===== config.mk =====
export PLATFORM = sky130hd
export DESIGN_NAME = calendar_hour_offset_adder
export DESIGN_NICKNAME = d
export VERILOG_FILES = /design/src/rtl/choa_pkg.sv /design/src/rtl/choa_roll.sv /design/src/rtl/calendar_hour_offset_adder.sv
export SDC_FILE = /design/constraint.sdc
export NUM_CORES = 1
export LEC_CHECK = 0
export BUFFER_PORTS_ARGS = -buffer_cell sky130_fd_sc_hd__buf_2
export CAP_MARGIN = 20
export CORE_MARGIN = 3
export CORE_UTILIZATION = 58
export CTS_CLUSTER_DIAMETER = 40
export DETAILED_ROUTE_END_ITERATION = 8
export PLACE_DENSITY = 0.88
export SYNTH_ARGS = -nofsm -noshare
export SYNTH_HDL_FRONTEND = slang
export SYNTH_SLANG_ARGS = --single-unit

===== constraint.sdc =====
create_clock -name clk -period 4.45 [get_ports clk]
set_input_delay 0.89 -clock clk [delete_from_list [all_inputs] [get_ports clk]]
set_output_delay 0.89 -clock clk [all_outputs]
set_load 0.02 [all_outputs]

===== src/rtl/choa_pkg.sv =====
// Types, constants and the month-length function shared by the
// calendar hour offset adder. No dependencies.
`default_nettype none

package choa_pkg;

    localparam logic [12:0] YEAR_MAX   = 13'd8099;
    localparam logic [13:0] YEAR_BASE  = 14'd1900;
    localparam logic [3:0]  MONTH_MAX  = 4'd11;
    localparam logic [4:0]  HOUR_MAX   = 5'd23;
    localparam logic [4:0]  HOURS_DAY  = 5'd24;
    localparam logic signed [5:0] OFFSET_MAX = 6'sd23;
    localparam logic signed [5:0] OFFSET_MIN = -6'sd23;

    // floor(y / 25) = (y * DIV25_MUL) >> DIV25_SHIFT, exact for y below 2^14
    localparam logic [14:0] DIV25_MUL   = 15'd20972;
    localparam int          DIV25_SHIFT = 19;

    localparam logic [3:0] MON_JAN = 4'd0;
    localparam logic [3:0] MON_FEB = 4'd1;
    localparam logic [3:0] MON_APR = 4'd3;
    localparam logic [3:0] MON_JUN = 4'd5;
    localparam logic [3:0] MON_SEP = 4'd8;
    localparam logic [3:0] MON_NOV = 4'd10;
    localparam logic [3:0] MON_DEC = 4'd11;

    localparam logic [4:0] DAYS_LONG  = 5'd31;
    localparam logic [4:0] DAYS_SHORT = 5'd30;
    localparam logic [4:0] DAYS_LEAP  = 5'd29;
    localparam logic [4:0] DAYS_FEB   = 5'd28;

    // One item as it moves down the pipeline; fields fill in stage by stage
    typedef struct packed {
        logic [12:0] year;
        logic [3:0]  month;
        logic [4:0]  day;
        logic [4:0]  hour;
        logic [4:0]  shifted_hour;
        logic        fwd;
        logic        back;
        logic        leap;
        logic [4:0]  last;
    } choa_item_t;

    typedef struct packed {
        logic [12:0] year;
        logic [3:0]  month;
        logic [4:0]  day;
        logic [4:0]  hour;
        logic        err;
    } choa_res_t;

    function automatic logic [4:0] month_len(input logic [3:0] month, input logic leap);
        logic [4:0] len;
        len = DAYS_LONG;
        case (month) inside
            MON_APR, MON_JUN, MON_SEP, MON_NOV: len = DAYS_SHORT;
            MON_FEB:                            len = leap ? DAYS_LEAP : DAYS_FEB;
            default:                            len = DAYS_LONG;
        endcase
        return len;
    endfunction

endpackage

`default_nettype wire


===== src/rtl/choa_roll.sv =====
// Day, month and year carry/borrow for one item whose fields are clamped.
// Depends on choa_pkg.
`default_nettype none

module choa_roll (
    input  wire choa_pkg::choa_item_t item,
    output choa_pkg::choa_res_t       res
);

    always_comb
    begin
        logic [12:0] ny;
        logic [3:0]  nm;
        logic [4:0]  nd;
        logic        err;
        ny  = item.year;
        nm  = item.month;
        nd  = item.day;
        err = 1'b0;
        if (item.back)
        begin
            if (item.day > 5'd1)
            begin
                nd = item.day - 5'd1;
            end
            else if (item.month != choa_pkg::MON_JAN)
            begin
                nm = item.month - 4'd1;
                nd = choa_pkg::month_len(nm, item.leap);
            end
            else if (item.year != 13'd0)
            begin
                nm = choa_pkg::MON_DEC;
                ny = item.year - 13'd1;
                nd = choa_pkg::DAYS_LONG;
            end
            else
            begin
                err = 1'b1;
            end
        end
        else if (item.fwd)
        begin
            if (item.day < item.last)
            begin
                nd = item.day + 5'd1;
            end
            else if (item.month < choa_pkg::MONTH_MAX)
            begin
                nm = item.month + 4'd1;
                nd = 5'd1;
            end
            else if (item.year < choa_pkg::YEAR_MAX)
            begin
                nm = choa_pkg::MON_JAN;
                ny = item.year + 13'd1;
                nd = 5'd1;
            end
            else
            begin
                err = 1'b1;
            end
        end
        // keep the clamped input date and hour when the year would leave range
        if (err)
        begin
            res.year  = item.year;
            res.month = item.month;
            res.day   = item.day;
            res.hour  = item.hour;
        end
        else
        begin
            res.year  = ny;
            res.month = nm;
            res.day   = nd;
            res.hour  = item.shifted_hour;
        end
        res.err = err;
    end

endmodule

`default_nettype wire


===== src/rtl/calendar_hour_offset_adder.sv =====
// Top level of the calendar hour offset adder: four-stage pipeline.
// Depends on choa_pkg and choa_roll.
//
// Adds a signed hour offset (-23..23) to a Gregorian date and hour, given
// as years since 1900, month 0..11, day and hour, and returns the shifted
// date and hour. A shift past midnight moves one day forward or back and
// carries into the month and year; February follows the 4/100/400 leap
// rule on the calendar year. Out-of-range inputs are clamped first (year
// to 8099, month to 11, day to 1..month length, hour to 23, offset to
// +/-23). If the shift would leave years 0..8099 the unshifted, clamped
// date and hour come back with range_error set. One transfer is taken per
// cycle unless back-pressure has filled every stage. Four registered
// stages: 1) clamp, hour sum and the 14x15 reciprocal multiply,
// 2) modulo-25 correction and leap test, 3) month length and day clamp,
// 4) carry/borrow into the output register. A full stage holds only while
// the one after it holds, so bubbles close up under back-pressure.
`default_nettype none

module calendar_hour_offset_adder (
    input  wire        clk,
    input  wire        rst_n,
    input  wire        s_tvalid,
    output logic       s_tready,
    // [12:0] year_since_1900, [16:13] month_index, [21:17] day_of_month,
    // [26:22] hour_of_day, [32:27] offset_hours, [39:33] zero
    input  wire [39:0] s_tdata,
    output logic       m_tvalid,
    input  wire        m_tready,
    // [12:0] new_year, [16:13] new_month, [21:17] new_day, [26:22] new_hour,
    // [31:27] zero
    output logic [31:0] m_tdata,
    // [0] range_error
    output logic [0:0] m_tuser
);

    // Stage valids and enables: a stage advances when it is empty or its
    // successor takes its contents this cycle
    logic v1_reg, v2_reg, v3_reg, v4_reg;
    logic en1, en2, en3, en4;

    assign en4 = !v4_reg || m_tready;
    assign en3 = !v3_reg || en4;
    assign en2 = !v2_reg || en3;
    assign en1 = !v1_reg || en2;
    assign s_tready = en1;

    // ---------------- Stage 1: clamp, hour sum, multiply ----------------
    logic [12:0]        year_in;
    logic [3:0]         month_in;
    logic [4:0]         day_in;
    logic [4:0]         hour_in;
    logic signed [5:0]  off_in;
    logic signed [5:0]  off_sat;
    logic signed [6:0]  hour_sum;
    logic signed [6:0]  hour_adj;
    logic [13:0]        cyear;
    choa_pkg::choa_item_t s1_next, s1_reg;
    logic [13:0]        s1_cyear_next, s1_cyear_reg;
    logic [28:0]        s1_prod_next, s1_prod_reg;

    assign year_in  = s_tdata[12:0];
    assign month_in = s_tdata[16:13];
    assign day_in   = s_tdata[21:17];
    assign hour_in  = s_tdata[26:22];
    assign off_in   = s_tdata[32:27];

    always_comb
    begin
        s1_next       = '0;
        s1_next.year  = (year_in > choa_pkg::YEAR_MAX) ? choa_pkg::YEAR_MAX : year_in;
        s1_next.month = (month_in > choa_pkg::MONTH_MAX) ? choa_pkg::MONTH_MAX : month_in;
        s1_next.day   = day_in;
        s1_next.hour  = (hour_in > choa_pkg::HOUR_MAX) ? choa_pkg::HOUR_MAX : hour_in;

        if (off_in < choa_pkg::OFFSET_MIN)
            off_sat = choa_pkg::OFFSET_MIN;
        else if (off_in > choa_pkg::OFFSET_MAX)
            off_sat = choa_pkg::OFFSET_MAX;
        else
            off_sat = off_in;

        hour_sum = signed'({2'b00, s1_next.hour}) + signed'({off_sat[5], off_sat});
        s1_next.back = hour_sum[6];
        s1_next.fwd  = !hour_sum[6] && (hour_sum > signed'({2'b00, choa_pkg::HOUR_MAX}));
        if (s1_next.back)
            hour_adj = hour_sum + signed'({2'b00, choa_pkg::HOURS_DAY});
        else if (s1_next.fwd)
            hour_adj = hour_sum - signed'({2'b00, choa_pkg::HOURS_DAY});
        else
            hour_adj = hour_sum;
        s1_next.shifted_hour = hour_adj[4:0];

        cyear         = {1'b0, s1_next.year} + choa_pkg::YEAR_BASE;
        s1_cyear_next = cyear;
        s1_prod_next  = 29'(cyear) * 29'(choa_pkg::DIV25_MUL);
    end

    // ---------------- Stage 2: modulo 25 and leap test ----------------
    logic [9:0]  quot25;
    logic [13:0] quot25_x25;
    logic [13:0] rem25;
    logic        div25;
    choa_pkg::choa_item_t s2_next, s2_reg;

    always_comb
    begin
        quot25     = s1_prod_reg[28:choa_pkg::DIV25_SHIFT];
        quot25_x25 = 14'({quot25, 4'b0000}) + 14'({quot25, 3'b000}) + 14'(quot25);
        rem25      = s1_cyear_reg - quot25_x25;
        div25      = (rem25 == 14'd0);
        s2_next    = s1_reg;
        // divisible by 400 is divisible by both 16 and 25
        s2_next.leap = (s1_cyear_reg[1:0] == 2'b00)
                       && (!div25 || (s1_cyear_reg[3:0] == 4'b0000));
    end

    // ---------------- Stage 3: month length, day clamp ----------------
    logic [4:0] month_last;
    choa_pkg::choa_item_t s3_next, s3_reg;

    always_comb
    begin
        month_last   = choa_pkg::month_len(s2_reg.month, s2_reg.leap);
        s3_next      = s2_reg;
        s3_next.last = month_last;
        if (s2_reg.day == 5'd0)
            s3_next.day = 5'd1;
        else if (s2_reg.day > month_last)
            s3_next.day = month_last;
        else
            s3_next.day = s2_reg.day;
    end

    // ---------------- Stage 4: carry and borrow ----------------
    choa_pkg::choa_res_t res_next, res_reg;

    choa_roll u_roll (
        .item (s3_reg),
        .res  (res_next)
    );

    // Valid bits: cleared by reset, advance with their stage
    always_ff @(posedge clk or negedge rst_n)
    begin
        if (!rst_n)
        begin
            v1_reg <= 1'b0;
            v2_reg <= 1'b0;
            v3_reg <= 1'b0;
            v4_reg <= 1'b0;
        end
        else
        begin
            if (en1) v1_reg <= s_tvalid;
            if (en2) v2_reg <= v1_reg;
            if (en3) v3_reg <= v2_reg;
            if (en4) v4_reg <= v3_reg;
        end
    end

    // Payload: hold while the stage is stalled
    always_ff @(posedge clk)
    begin
        if (en1)
        begin
            s1_reg       <= s1_next;
            s1_cyear_reg <= s1_cyear_next;
            s1_prod_reg  <= s1_prod_next;
        end
        if (en2) s2_reg  <= s2_next;
        if (en3) s3_reg  <= s3_next;
        if (en4) res_reg <= res_next;
    end

    assign m_tvalid = v4_reg;
    assign m_tdata  = {5'b00000, res_reg.hour, res_reg.day, res_reg.month, res_reg.year};
    assign m_tuser  = res_reg.err;

    // ---------------- Assertions ----------------
    // Input stalls only when every stage holds an item
    a_stall_full: assert property (@(posedge clk) disable iff (!rst_n)
        !s_tready |-> (v1_reg && v2_reg && v3_reg && v4_reg))
        else $error("input stalled with an empty pipeline stage");

    // A range error is only possible at the first or last day of the range
    a_err_edge: assert property (@(posedge clk) disable iff (!rst_n)
        (m_tvalid && res_reg.err) |->
            ((res_reg.year == 13'd0 && res_reg.month == choa_pkg::MON_JAN
              && res_reg.day == 5'd1)
             || (res_reg.year == choa_pkg::YEAR_MAX && res_reg.month == choa_pkg::MON_DEC
                 && res_reg.day == choa_pkg::DAYS_LONG)))
        else $error("range error away from the range boundary");

    // Results stay within a valid calendar
    a_res_range: assert property (@(posedge clk) disable iff (!rst_n)
        m_tvalid |-> (res_reg.hour <= choa_pkg::HOUR_MAX
                      && res_reg.month <= choa_pkg::MONTH_MAX
                      && res_reg.day != 5'd0
                      && res_reg.year <= choa_pkg::YEAR_MAX))
        else $error("result outside calendar range");

    // A stalled result stays in place
    a_out_hold: assert property (@(posedge clk) disable iff (!rst_n)
        (m_tvalid && !m_tready) |=> (m_tvalid && $stable(res_reg)))
        else $error("stalled result changed");

endmodule

`default_nettype wire

Yosys cells after proc, flatten, opt, wreduce, memory -nomap -nowiden
Cells that the tools add are included.
{"block": "totals", "output_inout_bits": 35, "word_cells": 137, "register_bits": 182, "input_bits": 44}
{"block": "op_classes", "add_sub_neg": 13, "mux": 46, "magnitude_cmp": 11, "reduce_logical": 21, "n_eq_ne": 10, "mul": 1}
{"cell": "13-bit 2-to-1 mux", "count": 9}
{"cell": "5-bit 2-to-1 mux", "count": 14}
{"cell": "4-bit 2-to-1 mux", "count": 8}
{"cell": "14-bit by 13-bit multiplier with 27-bit output, second input constant", "count": 1}
{"cell": "27-bit 2-to-1 mux", "count": 1}
{"cell": "4-bit equality test, second input constant", "count": 4}
{"cell": "13-bit by 11-bit adder with 14-bit output, second input constant", "count": 1}
{"cell": "14-bit by 10-bit adder with 14-bit output", "count": 1}
{"cell": "14-bit by 13-bit adder with 14-bit output", "count": 1}
{"cell": "14-bit logical NOT", "count": 1}
{"cell": "14-bit subtractor", "count": 1}
{"cell": "13-bit by 1-bit adder with 13-bit output, second input constant", "count": 1}
{"cell": "13-bit > comparator, second input constant", "count": 1}
{"cell": "13-bit less-than comparator, second input constant", "count": 1}
{"cell": "13-bit nonzero test", "count": 1}
{"cell": "13-bit by 1-bit subtractor with 13-bit output, second input constant", "count": 1}
{"cell": "6-bit 2-to-1 mux", "count": 2}
{"cell": "1-bit 2-to-1 mux", "count": 10}
{"cell": "4-bit by 1-bit equality test with 1-bit output, second input constant", "count": 2}
{"cell": "4-bit by 2-bit equality test with 1-bit output, second input constant", "count": 2}
{"cell": "4-bit by 3-bit equality test with 1-bit output, second input constant", "count": 2}
{"cell": "4-bit OR reduction", "count": 2}
{"cell": "6-bit by 6-bit adder with 7-bit output", "count": 1}
{"cell": "7-bit by 6-bit > comparator with 1-bit output, second input constant", "count": 1}
{"cell": "other kinds (22)", "count": 33}

Longest topological paths before layout
Gate-level depths: netlist of the first run.
{"block": "logic_depth", "ltp_word": 8, "depth_mapped": 30, "ltp_nobuf": 29}

Modules after synthesis
A second synthesis of the first run with hierarchy kept.
{"block": "hier_totals", "cells_unflattened": 1026, "hier_area_um2": 11890.2}
{"module": "calendar_hour_offset_adder", "area_each_um2": 10277.4, "n_inst": 1, "cells_per_inst": 791, "seq_area_each_um2": 4784.6}
{"module": "choa_roll", "area_each_um2": 1612.8, "n_inst": 1, "cells_per_inst": 235, "seq_area_each_um2": 0.0}

Least setup slack after synthesis of the first run
Ideal clock, no wire load.
{"block": "synth_path", "kind": "input to register", "startpoint": "in s_tdata[9]", "endpoint": "reg s1_prod_reg[25] (data pin)", "arrival_time_ns": 6.660, "t_required_ns": 4.192, "path_buffers": 1, "path_stages": 30, "setup_ns": 0.258, "setup_slack_ns": -2.468, "path_cell_list": "clkbuf_1 > nand4_1 > nor2_1 > o21ai_0 > nand2_1 > ha_1 > nor2b_1 > nand2b_1 > nand2_1 > nand2_1 > o21ai_1 > xor2_1 > inv_2 > xnor2_1 > fa_1 > inv_1 > fa_1 > inv_1 > fa_1 > inv_1 > fa_1 > inv_1 > ha_1 > a21oi_1 > o21ai_0 > a21o_1 > a221oi_2 > o221ai_1 > a21oi_1 > xnor2_1"}
{"block": "synth_via", "elab_chain_cells": 4}
{"element": "start: declaration", "line_no": "calendar_hour_offset_adder.sv:26", "text": "input wire [39:0] s_tdata,"}
{"element": "13-bit > comparator", "line_no": "calendar_hour_offset_adder.sv:70", "text": "s1_next.year = (year_in > choa_pkg::YEAR_MAX) ? choa_pkg::YEAR_MAX : year_in;"}
{"element": "13-bit 2-to-1 mux", "line_no": "calendar_hour_offset_adder.sv:70"}
{"element": "13-bit by 11-bit adder with 14-bit output", "line_no": "calendar_hour_offset_adder.sv:93", "text": "cyear = {1'b0, s1_next.year} + choa_pkg::YEAR_BASE;"}
{"element": "net cyear[2]", "line_no": "calendar_hour_offset_adder.sv:56", "text": "logic [13:0] cyear;"}
{"element": "14-bit by 13-bit multiplier with 27-bit output", "line_no": "calendar_hour_offset_adder.sv:95", "text": "s1_prod_next = 29'(cyear) * 29'(choa_pkg::DIV25_MUL);"}
{"element": "net s1_prod_next[25]", "line_no": "calendar_hour_offset_adder.sv:59", "text": "logic [28:0] s1_prod_next, s1_prod_reg;"}
{"element": "end signal: assignment", "line_no": "calendar_hour_offset_adder.sv:168", "text": "s1_prod_reg <= s1_prod_next;"}
{"element": "end: declaration", "line_no": "calendar_hour_offset_adder.sv:59"}
The timed path passes the listed nets, and every way through them passes these cells.
A chain may end at the register's enable or synchronous reset.

Worst setup path in the final report of the first run
{"block": "layout_path", "startpoint": "in s_tdata[10]", "endpoint": "reg s1_prod_reg[25] (data pin)"}
The elaborated chain is that of the path after synthesis.

==> impl_metrics.toml, run 1 <==
[status]
outcome = "finished with violations"
violations = "setup timing"

[sta]
finalCritPeriodShare_pct = 136
worst_pin_slew_ns = 0.936
fin_crit_ns = 6.07
rsz0062_at_grt = "true"
finalHoldViolCount = 0
finalMaxSlewViolations = 0
slew_headroom_pct = 37.6
setup_viol = 10
final.setup.worst_slack_ns = -1.62
finClkSkew_ns = 0.0113
fmax_ghz = 0.165

[setup_path]
end_kind = "flop"
critPathKind = "in2reg"
cp_max_fo = 4
rr_startpoint = "s1_prod_reg[19]$_DFFE_PP_"
startpoint_type = "input pin"
reg2reg_depth = 11
cp.arrival_ns = 6.24
cp.required_ns = 4.62
r2r-end = "s2_reg[5]$_DFFE_PP_"
r2r_slack_ns = 0.61
cpPeakStageDelay_ns = 0.51
cp_common_cell = "fa_1"
worst_path_max_delay_cell = "fa_1"

[cells_and_area]
largest_reg_flops = 37
areaGrowthSynthToFinish_pct = 21.4
fin_cells = 1482
n_antenna_cell = 0
nets = 1457
drive_gt1_share_pct = 24.2

[cts]
worst_skew_pair.late_latency_ns = 0.43
cts_tree = "done"
cts.sinks = 160
cts-root-buf = "clkbuf_16"
htree_num_levels = 4
clockBufferDepth = 2
hold_buffers = 0
path_clk_slew_ns = 0.07
cts_buffers = 17

[route]
viasPerCell = 5.68
vias = 8418
drt-total-wl_mm = 26.8
ant_nets = 0
dr.pass1.iters = 5
drt_iter0_drc = 659
wl_per_cell_um = 18.1
drc = 0

[floorplan]
die_area_mm2 = 0.0217
rows = 51
start_util_pct = 59.2
fp.dieH_um = 147
core_mm2 = 0.0195
ioPinCount = 79
die_w_um = 147

[logic_synthesis]
synth-simple-area-share_pct = 10.6
synthAdderAreaFrac_pct = 27.5
yosys.area.top_type = "edfxtp_1"
yosysSeqAreaShare_pct = 41.4
synth_area_leaders = "edfxtp_1, ha_1, fa_1"
synth_edf_count = 156
async_reset_ff_share_pct = 2.50
ys_seq_elements = 160
ys_types = 72
synth_compound_area_share_pct = 9.22
synth_area_mm2 = 0.0116
synth_mux_area_share_pct = 0.768
avgSynthCellArea_um2 = 11.3
synth_top_area_share_pct = 40.5
yosys.area_share.xor_xnor_pct = 4.09
synth_top_family_by_area = "adder cells"
synth_cells = 1025
yosys_warnings = 0
ys.flop_type = "edfxtp_1"

[grt]
antenna_found_initial = 0
grt_pass1_wl_mm = 42.4
grt_pass1_vias = 8817
grt.total_usage_pct = 24.9
gr-total-overflow = 0
grt_max_degree = 41

[job]
cap_violations = 0

[placement]
dpl.cell_count = 1430
io_buffers = 66
hpwl_mm = 19.8
gp_congestion = 0.987

[hold_path]
worstHoldPathType = "in2async"
==> per-layer routing <==
| metal | vias up | track usage (%) | part of all wire [%] |
|---|---|---|---|
| li1 | 3918 | - | - |
| met2 | 338 | 44.7 | 52 |
| met4 | 0 | 14.3 | 5.9 |
| met5 | - | 0 | 0 |
| met1 | 4052 | 27.9 | 37 |
| met3 | 110 | 4.13 | 5.3 |
==> cells in the mapped netlist, types with 6 or more instances <==
cell type	count
edfxtp_1	156
inv_2	6
inv_1	156
nand2b_1	19
ha_1	135
o211ai_1	8
a21oi_1	43
clkbuf_1	17
o21ai_0	25
and2_1	6
nor4_1	8
nor3_1	19
nand4_1	10
nand2_1	72
o21ai_1	11
and3_1	10
nor2_1	43
fa_1	74
xor2_1	19
a21o_1	17
xnor2_1	35
nor2b_1	12
nand3_1	20
==> per-stage QoR <==
step	utilization [%]	hold WS (ns)	TNS [ns]	area (um2)	worst slack, ns
2_1_floorplan	-	0.400	-16.23	11800	-1.82
3_3_place_gp	67.0	0.401	-17.02	13100	-1.85
3_5_place_dp	67.0	0.405	-19.16	13100	-2.11
4_1_cts	71.3	0.260	-13.39	13900	-1.49
5_1_grt	71.9	0.262	-16.81	14000	-1.84
6_report	71.9	0.259	-14.87	14000	-1.62
==> worst max-delay path by stage <==
stage | startpoint | endpoint | slack [ns] | depth (start not counted)
floorplan | s_tdata[9] | s1_prod_reg[25]$_DFFE_PP_ | -1.82 | 30
global placement | s_tdata[7] | s1_prod_reg[25]$_DFFE_PP_ | -1.85 | 29
detailed placement | s_tdata[7] | s1_prod_reg[26]$_DFFE_PP_ | -2.11 | 29
CTS | s_tdata[10] | s1_prod_reg[26]$_DFFE_PP_ | -1.49 | 31
global route | s_tdata[10] | s1_prod_reg[25]$_DFFE_PP_ | -1.84 | 31
finish | s_tdata[10] | s1_prod_reg[25]$_DFFE_PP_ | -1.62 | 31
==> worst max-delay path: cells and delay by family <==
family	cells	cell delay (ns)
XOR/XNOR	3	0.43
AO/OA/AOI/OAI	8	1.25
buffers and inverters	7	0.50
adder cells (fa/ha/maj)	6	2.36
AND/OR/NAND/NOR	7	0.78
==> area by class of cell <==
class / count / area [um2]
multi-input combinational: 678 / 6450
fill: 1218 / 5500
sequential: 160 / 4780
timing repair buffer: 185 / 1270
inverter: 162 / 611
clock buffer: 17 / 425
tap: 265 / 332
clock inverter: 15 / 151
==> cells by family (layout without fill, tap and decap cells) <==
family | count (synthesis) | in the layout
AOI/OAI and AO/OA | 161 | 161
xor gates and xnor gates | 54 | 54
adders and majority gates | 210 | 210
buffers and inverters | 191 | 379
DFF | 160 | 160
muxes | 7 | 7
other | 1 | 5
and+or+nand+nor | 241 | 241
==> cell usage in the layout (no fill, tap or decap), types with 4 or more instances in the layout <==
cell / instances
o22ai_1: 4
inv_2: 12
nor4_1: 8
a21oi_2: 5
ha_1: 125
nand2_1: 66
buf_2: 62
clkbuf_16: 17
mux2i_1: 4
buf_6: 7
nand4_1: 10
buf_4: 115
o21ai_0: 20
nand2b_1: 18
nor2_2: 4
a41oi_1: 4
nor2_1: 39
o21ai_1: 13
dfrtp_1: 4
a21oi_1: 38
ha_4: 9
edfxtp_1: 156
inv_6: 4
a21o_1: 17
o211ai_1: 8
xnor2_2: 4
nor3_1: 19
xor2_1: 16
a211oi_1: 4
and2_1: 6
inv_1: 149
conb_1: 5
nand3_1: 17
and3_1: 10
xnor2_1: 30
nor3b_1: 4
fa_1: 72
nor2b_1: 11
==> what timing repair did <==
| item | CTS | global route |
|---|---|---|
| setup endpoints to repair | 10 | 10 |
| buffers inserted | 18 | 5 |
| resized for setup | 29 | 15 |
| pin swaps | 42 | 12 |
Power of run 1 is left out: the tool's default activity adds up to more than one toggle a clock period on the data nets, which glitch-free logic cannot reach.
==> run 2: changes to the inputs <==
==> constraint.sdc (replaced) <==
create_clock -name clk -period 6.83 [get_ports clk]
set_input_delay 1.366 -clock clk [delete_from_list [all_inputs] [get_ports clk]]
set_output_delay 1.366 -clock clk [all_outputs]
set_load 0.02 [all_outputs]
==> impl_metrics.toml, run 2 (synthesis results as in run 1) <==
[cts]
cts_buffers = 17
cts.sinks = 160
cts_tree = "done"
htree_num_levels = 4
worst_skew_pair.late_latency_ns = 0.43
hold_buffers = 0
clockBufferDepth = 2
path_clk_slew_ns = 0.06
cts-root-buf = "clkbuf_16"

[floorplan]
start_util_pct = 59.2
core_mm2 = 0.0195
die_area_mm2 = 0.0217
die_w_um = 147
fp.dieH_um = 147
ioPinCount = 79
rows = 51

[route]
wl_per_cell_um = 17.4
vias = 8113
ant_nets = 0
drt-total-wl_mm = 24.9
viasPerCell = 5.67
dr.pass1.iters = 9
drc = 0
drt_iter0_drc = 644

[sta]
slew_headroom_pct = 38.3
finClkSkew_ns = 0.0126
finalMaxSlewViolations = 0
worst_pin_slew_ns = 0.925
fmax_ghz = 0.149
setup_viol = 0
finalCritPeriodShare_pct = 98.3
final.setup.worst_slack_ns = 0.113
fin_crit_ns = 6.72
finalHoldViolCount = 0
tns_ns = 0

[setup_path]
worst_path_max_delay_cell = "fa_1"
r2r_slack_ns = 2.53
reg2reg_depth = 11
end_kind = "flop"
rr_startpoint = "s1_prod_reg[19]$_DFFE_PP_"
cpPeakStageDelay_ns = 0.54
r2r-end = "s2_reg[5]$_DFFE_PP_"
cp.required_ns = 7.00
critPathKind = "in2reg"
cp_max_fo = 4
startpoint_type = "input pin"
cp.arrival_ns = 6.89

[cells_and_area]
most-common-layout-cells = "edfxtp_1, inv_1, ha_1, fa_1, nand2_1"
multi_input_area_mm2 = 0.00635
fillCellCount = 1303
nets = 1407
final_common_cell = "edfxtp_1"
largest_reg_flops = 37
seq_area_mm2 = 0.00478
n_antenna_cell = 0
final_util_pct = 69.5
areaGrowthSynthToFinish_pct = 17.4
drive_gt1_share_pct = 18.9

[placement]
io_buffers = 66
gp_congestion = 0.950
hpwl_mm = 18.2
place_ws_ns = -0.498

[grt]
grt_pass1_wl_mm = 39.5
antenna_found_initial = 0
grt_max_degree = 57
grt_pass1_vias = 8225
grt.total_usage_pct = 22.9
gr-total-overflow = 0

[hold_path]
min_from = "s1_reg[24]$_SDFFCE_PN1P_"
min_path_cells = 0
hold_end = "s2_reg[24]$_DFFE_PP_"
worstHoldPathType = "reg2reg"

[job]
cap_violations = 0

[status]
outcome = "complete, no violations"
## run 2: final cells by class
cell class	instances	area share, %
Clock buffer	17	3.13
Clock inverter	15	1.40
Inverter	162	4.48
Multi-Input combinational cell	678	46.8
Sequential cell	160	35.3
Tap cell	265	2.44
Timing Repair Buffer	135	6.49
## run 2: worst max-delay path: cells and delay by family
kind | cells | cell delay [ns]
AO/OA/AOI/OAI | 8 | 1.23
adder cells (fa/ha/maj) | 6 | 2.39
XOR/XNOR | 3 | 0.51
buffers and inverters | 7 | 0.58
AND/OR/NAND/NOR | 7 | 0.81
## run 2: stage by stage
step | instances | cell area [um2] | hold WS, ns
after floorplan | 1029 | 11700 | 0.400
after global placement | 1394 | 12700 | 0.402
after detailed placement | 1394 | 12700 | 0.405
after CTS | 1427 | 13400 | 0.414
after global routing | 1432 | 13600 | 0.423
final | 1432 | 13600 | 0.414
## run 2: worst max path at each step
stage | cells past startpoint | to | startpoint
2_1_floorplan | 30 | s1_prod_reg[25]$_DFFE_PP_ | s_tdata[9]
3_3_place_gp | 27 | s1_prod_reg[23]$_DFFE_PP_ | s_tdata[7]
3_5_place_dp | 30 | s1_prod_reg[25]$_DFFE_PP_ | s_tdata[10]
4_1_cts | 27 | s1_prod_reg[23]$_DFFE_PP_ | s_tdata[10]
5_1_grt | 27 | s1_prod_reg[23]$_DFFE_PP_ | s_tdata[9]
6_report | 31 | s1_prod_reg[25]$_DFFE_PP_ | s_tdata[9]
## run 2: timing repair
action                                  in CTS  in global routing
cloned                                       0                  0
pin swaps                                    1                 32
endpoints found under the setup margin       6                  7
buffers inserted                             1                  5
resized for setup                            3                 28
## run 2: layer usage
metal / GRT usage [%] / routed length (um) / vias to the layer above
li1: - / - / 3836
met1: 26.6 / 9370 / 3853
met2: 41.4 / 13000 / 335
met3: 3.76 / 1210 / 89
met4: 10.9 / 1250 / 0
met5: 0 / 0 / -
Power of run 2 is left out for the same reason.
==> run 3: changes to the inputs <==
--- a/config.mk
+++ b/config.mk
@@ -11,7 +11,7 @@
 export CORE_UTILIZATION = 58
 export CTS_CLUSTER_DIAMETER = 40
 export DETAILED_ROUTE_END_ITERATION = 8
-export PLACE_DENSITY = 0.88
+export PLACE_DENSITY = 0.77
 export SYNTH_ARGS = -nofsm -noshare
 export SYNTH_HDL_FRONTEND = slang
 export SYNTH_SLANG_ARGS = --single-unit
==> impl_metrics.toml, run 3 (synthesis results as in run 1) <==
[sta]
finalCritPeriodShare_pct = 97.0
finalHoldViolCount = 0
finalMaxSlewViolations = 0
fmax_ghz = 0.151
slew_headroom_pct = 38.1
final.setup.worst_slack_ns = 0.203
worst_pin_slew_ns = 0.928
setup_viol = 0
fin_crit_ns = 6.63
finClkSkew_ns = 0.0122

[setup_path]
cp.required_ns = 7.01
critPathKind = "in2reg"
critPathBufInv = 5
worst_path_max_delay_cell = "fa_1"
crit_family = "adder cells"
cp_max_fo = 4
cp-startpoint = "s_tdata[9]"
cpPeakStageDelay_ns = 0.58
cp.arrival_ns = 6.80
startpoint_type = "input pin"
rr_startpoint = "s1_prod_reg[19]$_DFFE_PP_"
end_kind = "flop"

[cells_and_area]
drive_gt1_share_pct = 19.7
largest_reg_flops = 37
areaGrowthSynthToFinish_pct = 17.4
design_area_mm2 = 0.0136
n_antenna_cell = 0
nets = 1416
final_common_cell = "edfxtp_1"
most-common-layout-cells = "edfxtp_1, inv_1, ha_1, buf_4, fa_1"
final_util_pct = 69.5
fin_cells = 1441

[floorplan]
fp.dieH_um = 147
rows = 51
ioPinCount = 79
start_util_pct = 59.2
die_area_mm2 = 0.0217
core_mm2 = 0.0195
die_w_um = 147

[grt]
gr-total-overflow = 0
grt_pass1_vias = 7831
grt_pass1_wl_mm = 36.2
grt_max_degree = 41
grt.total_usage_pct = 20.9
antenna_found_initial = 0

[job]
cap_violations = 0

[placement]
dpl.cell_count = 1400
dpl-instance-area_mm2 = 0.0128
place_ws_ns = -0.467
io_buffers = 66
gp_congestion = 0.913
hpwl_mm = 17.3

[hold_path]
worstHoldPathType = "reg2reg"
min_from = "s2_reg[28]$_DFFE_PP_"

[cts]
path_clk_slew_ns = 0.07
cts_tree = "done"
cts_buffers = 17
htree_num_levels = 4
worst_skew_pair.late_latency_ns = 0.43
clockBufferDepth = 2
cts-root-buf = "clkbuf_16"
cts.sinks = 160

[route]
wl_per_cell_um = 15.1
dr.pass1.iters = 5
drc = 0
drt_iter0_drc = 473
ant_nets = 0
viasPerCell = 5.43
drt-total-wl_mm = 21.7
vias = 7821

[status]
outcome = "complete, no violations"
[run 3: cell count changes in the layout (fill, tap and decap cells not counted), sizes merged]
cell      delta
inv          +3
clkinv       -1
buf          +9
clkinvlp     -1
bufinv       -1
[run 3: layer usage]
| metal | vias to the layer above | global-route usage (%) | share of wire, % | wire length (um) |
|---|---|---|---|---|
| li1 | 3843 | - | - | - |
| met1 | 3729 | 25.4 | 41 | 8820 |
| met2 | 207 | 37.4 | 52 | 11300 |
| met3 | 42 | 3.95 | 4.6 | 996 |
| met4 | 0 | 7.32 | 2.7 | 592 |
| met5 | - | 0 | 0 | 0 |
[run 3: metrics by stage]
stage	setup TNS (ns)	hold slack, ns
3_5_place_dp	-3.40	0.405
4_1_cts	0	0.415
6_report	0	0.413
5_1_grt	-0.0219	0.423
2_1_floorplan	-0.0138	0.400
3_3_place_gp	-2.29	0.402
[run 3: worst paths after layout]
path                                                   to  slack (ns)  depth (start not counted)
worst max-delay path            s1_prod_reg[26]$_DFFE_PP_        0.20                         26
worst min-delay path                 s3_reg[28]$_DFFE_PP_        0.41                          0
worst max register to register        s2_reg[5]$_DFFE_PP_        3.07                         11
worst min register to register       s3_reg[28]$_DFFE_PP_        0.41                          0
max in group asynchronous              v1_reg$_DFFE_PN0P_        5.97                          1
min in group asynchronous            m_tvalid$_DFFE_PN0P_        0.73                          1
[run 3: area by class of cell]
type / instances / area (um2)
Sequential cell: 160 / 4780
Tap cell: 265 / 332
Clock buffer: 17 / 425
Multi-Input combinational cell: 678 / 6340
Clock inverter: 15 / 159
Fill cell: 1431 / 5960
Timing Repair Buffer: 144 / 923
Inverter: 162 / 608
[run 3: repair_timing]
action / in CTS / in global routing
hold endpoints to repair: 0 / 0
buffers inserted: 0 / 10
setup endpoints to repair: 2 / 8
resized for setup: 1 / 26
pin swaps: 0 / 35
hold buffers: 0 / 0
Power of run 3 is left out for the same reason.
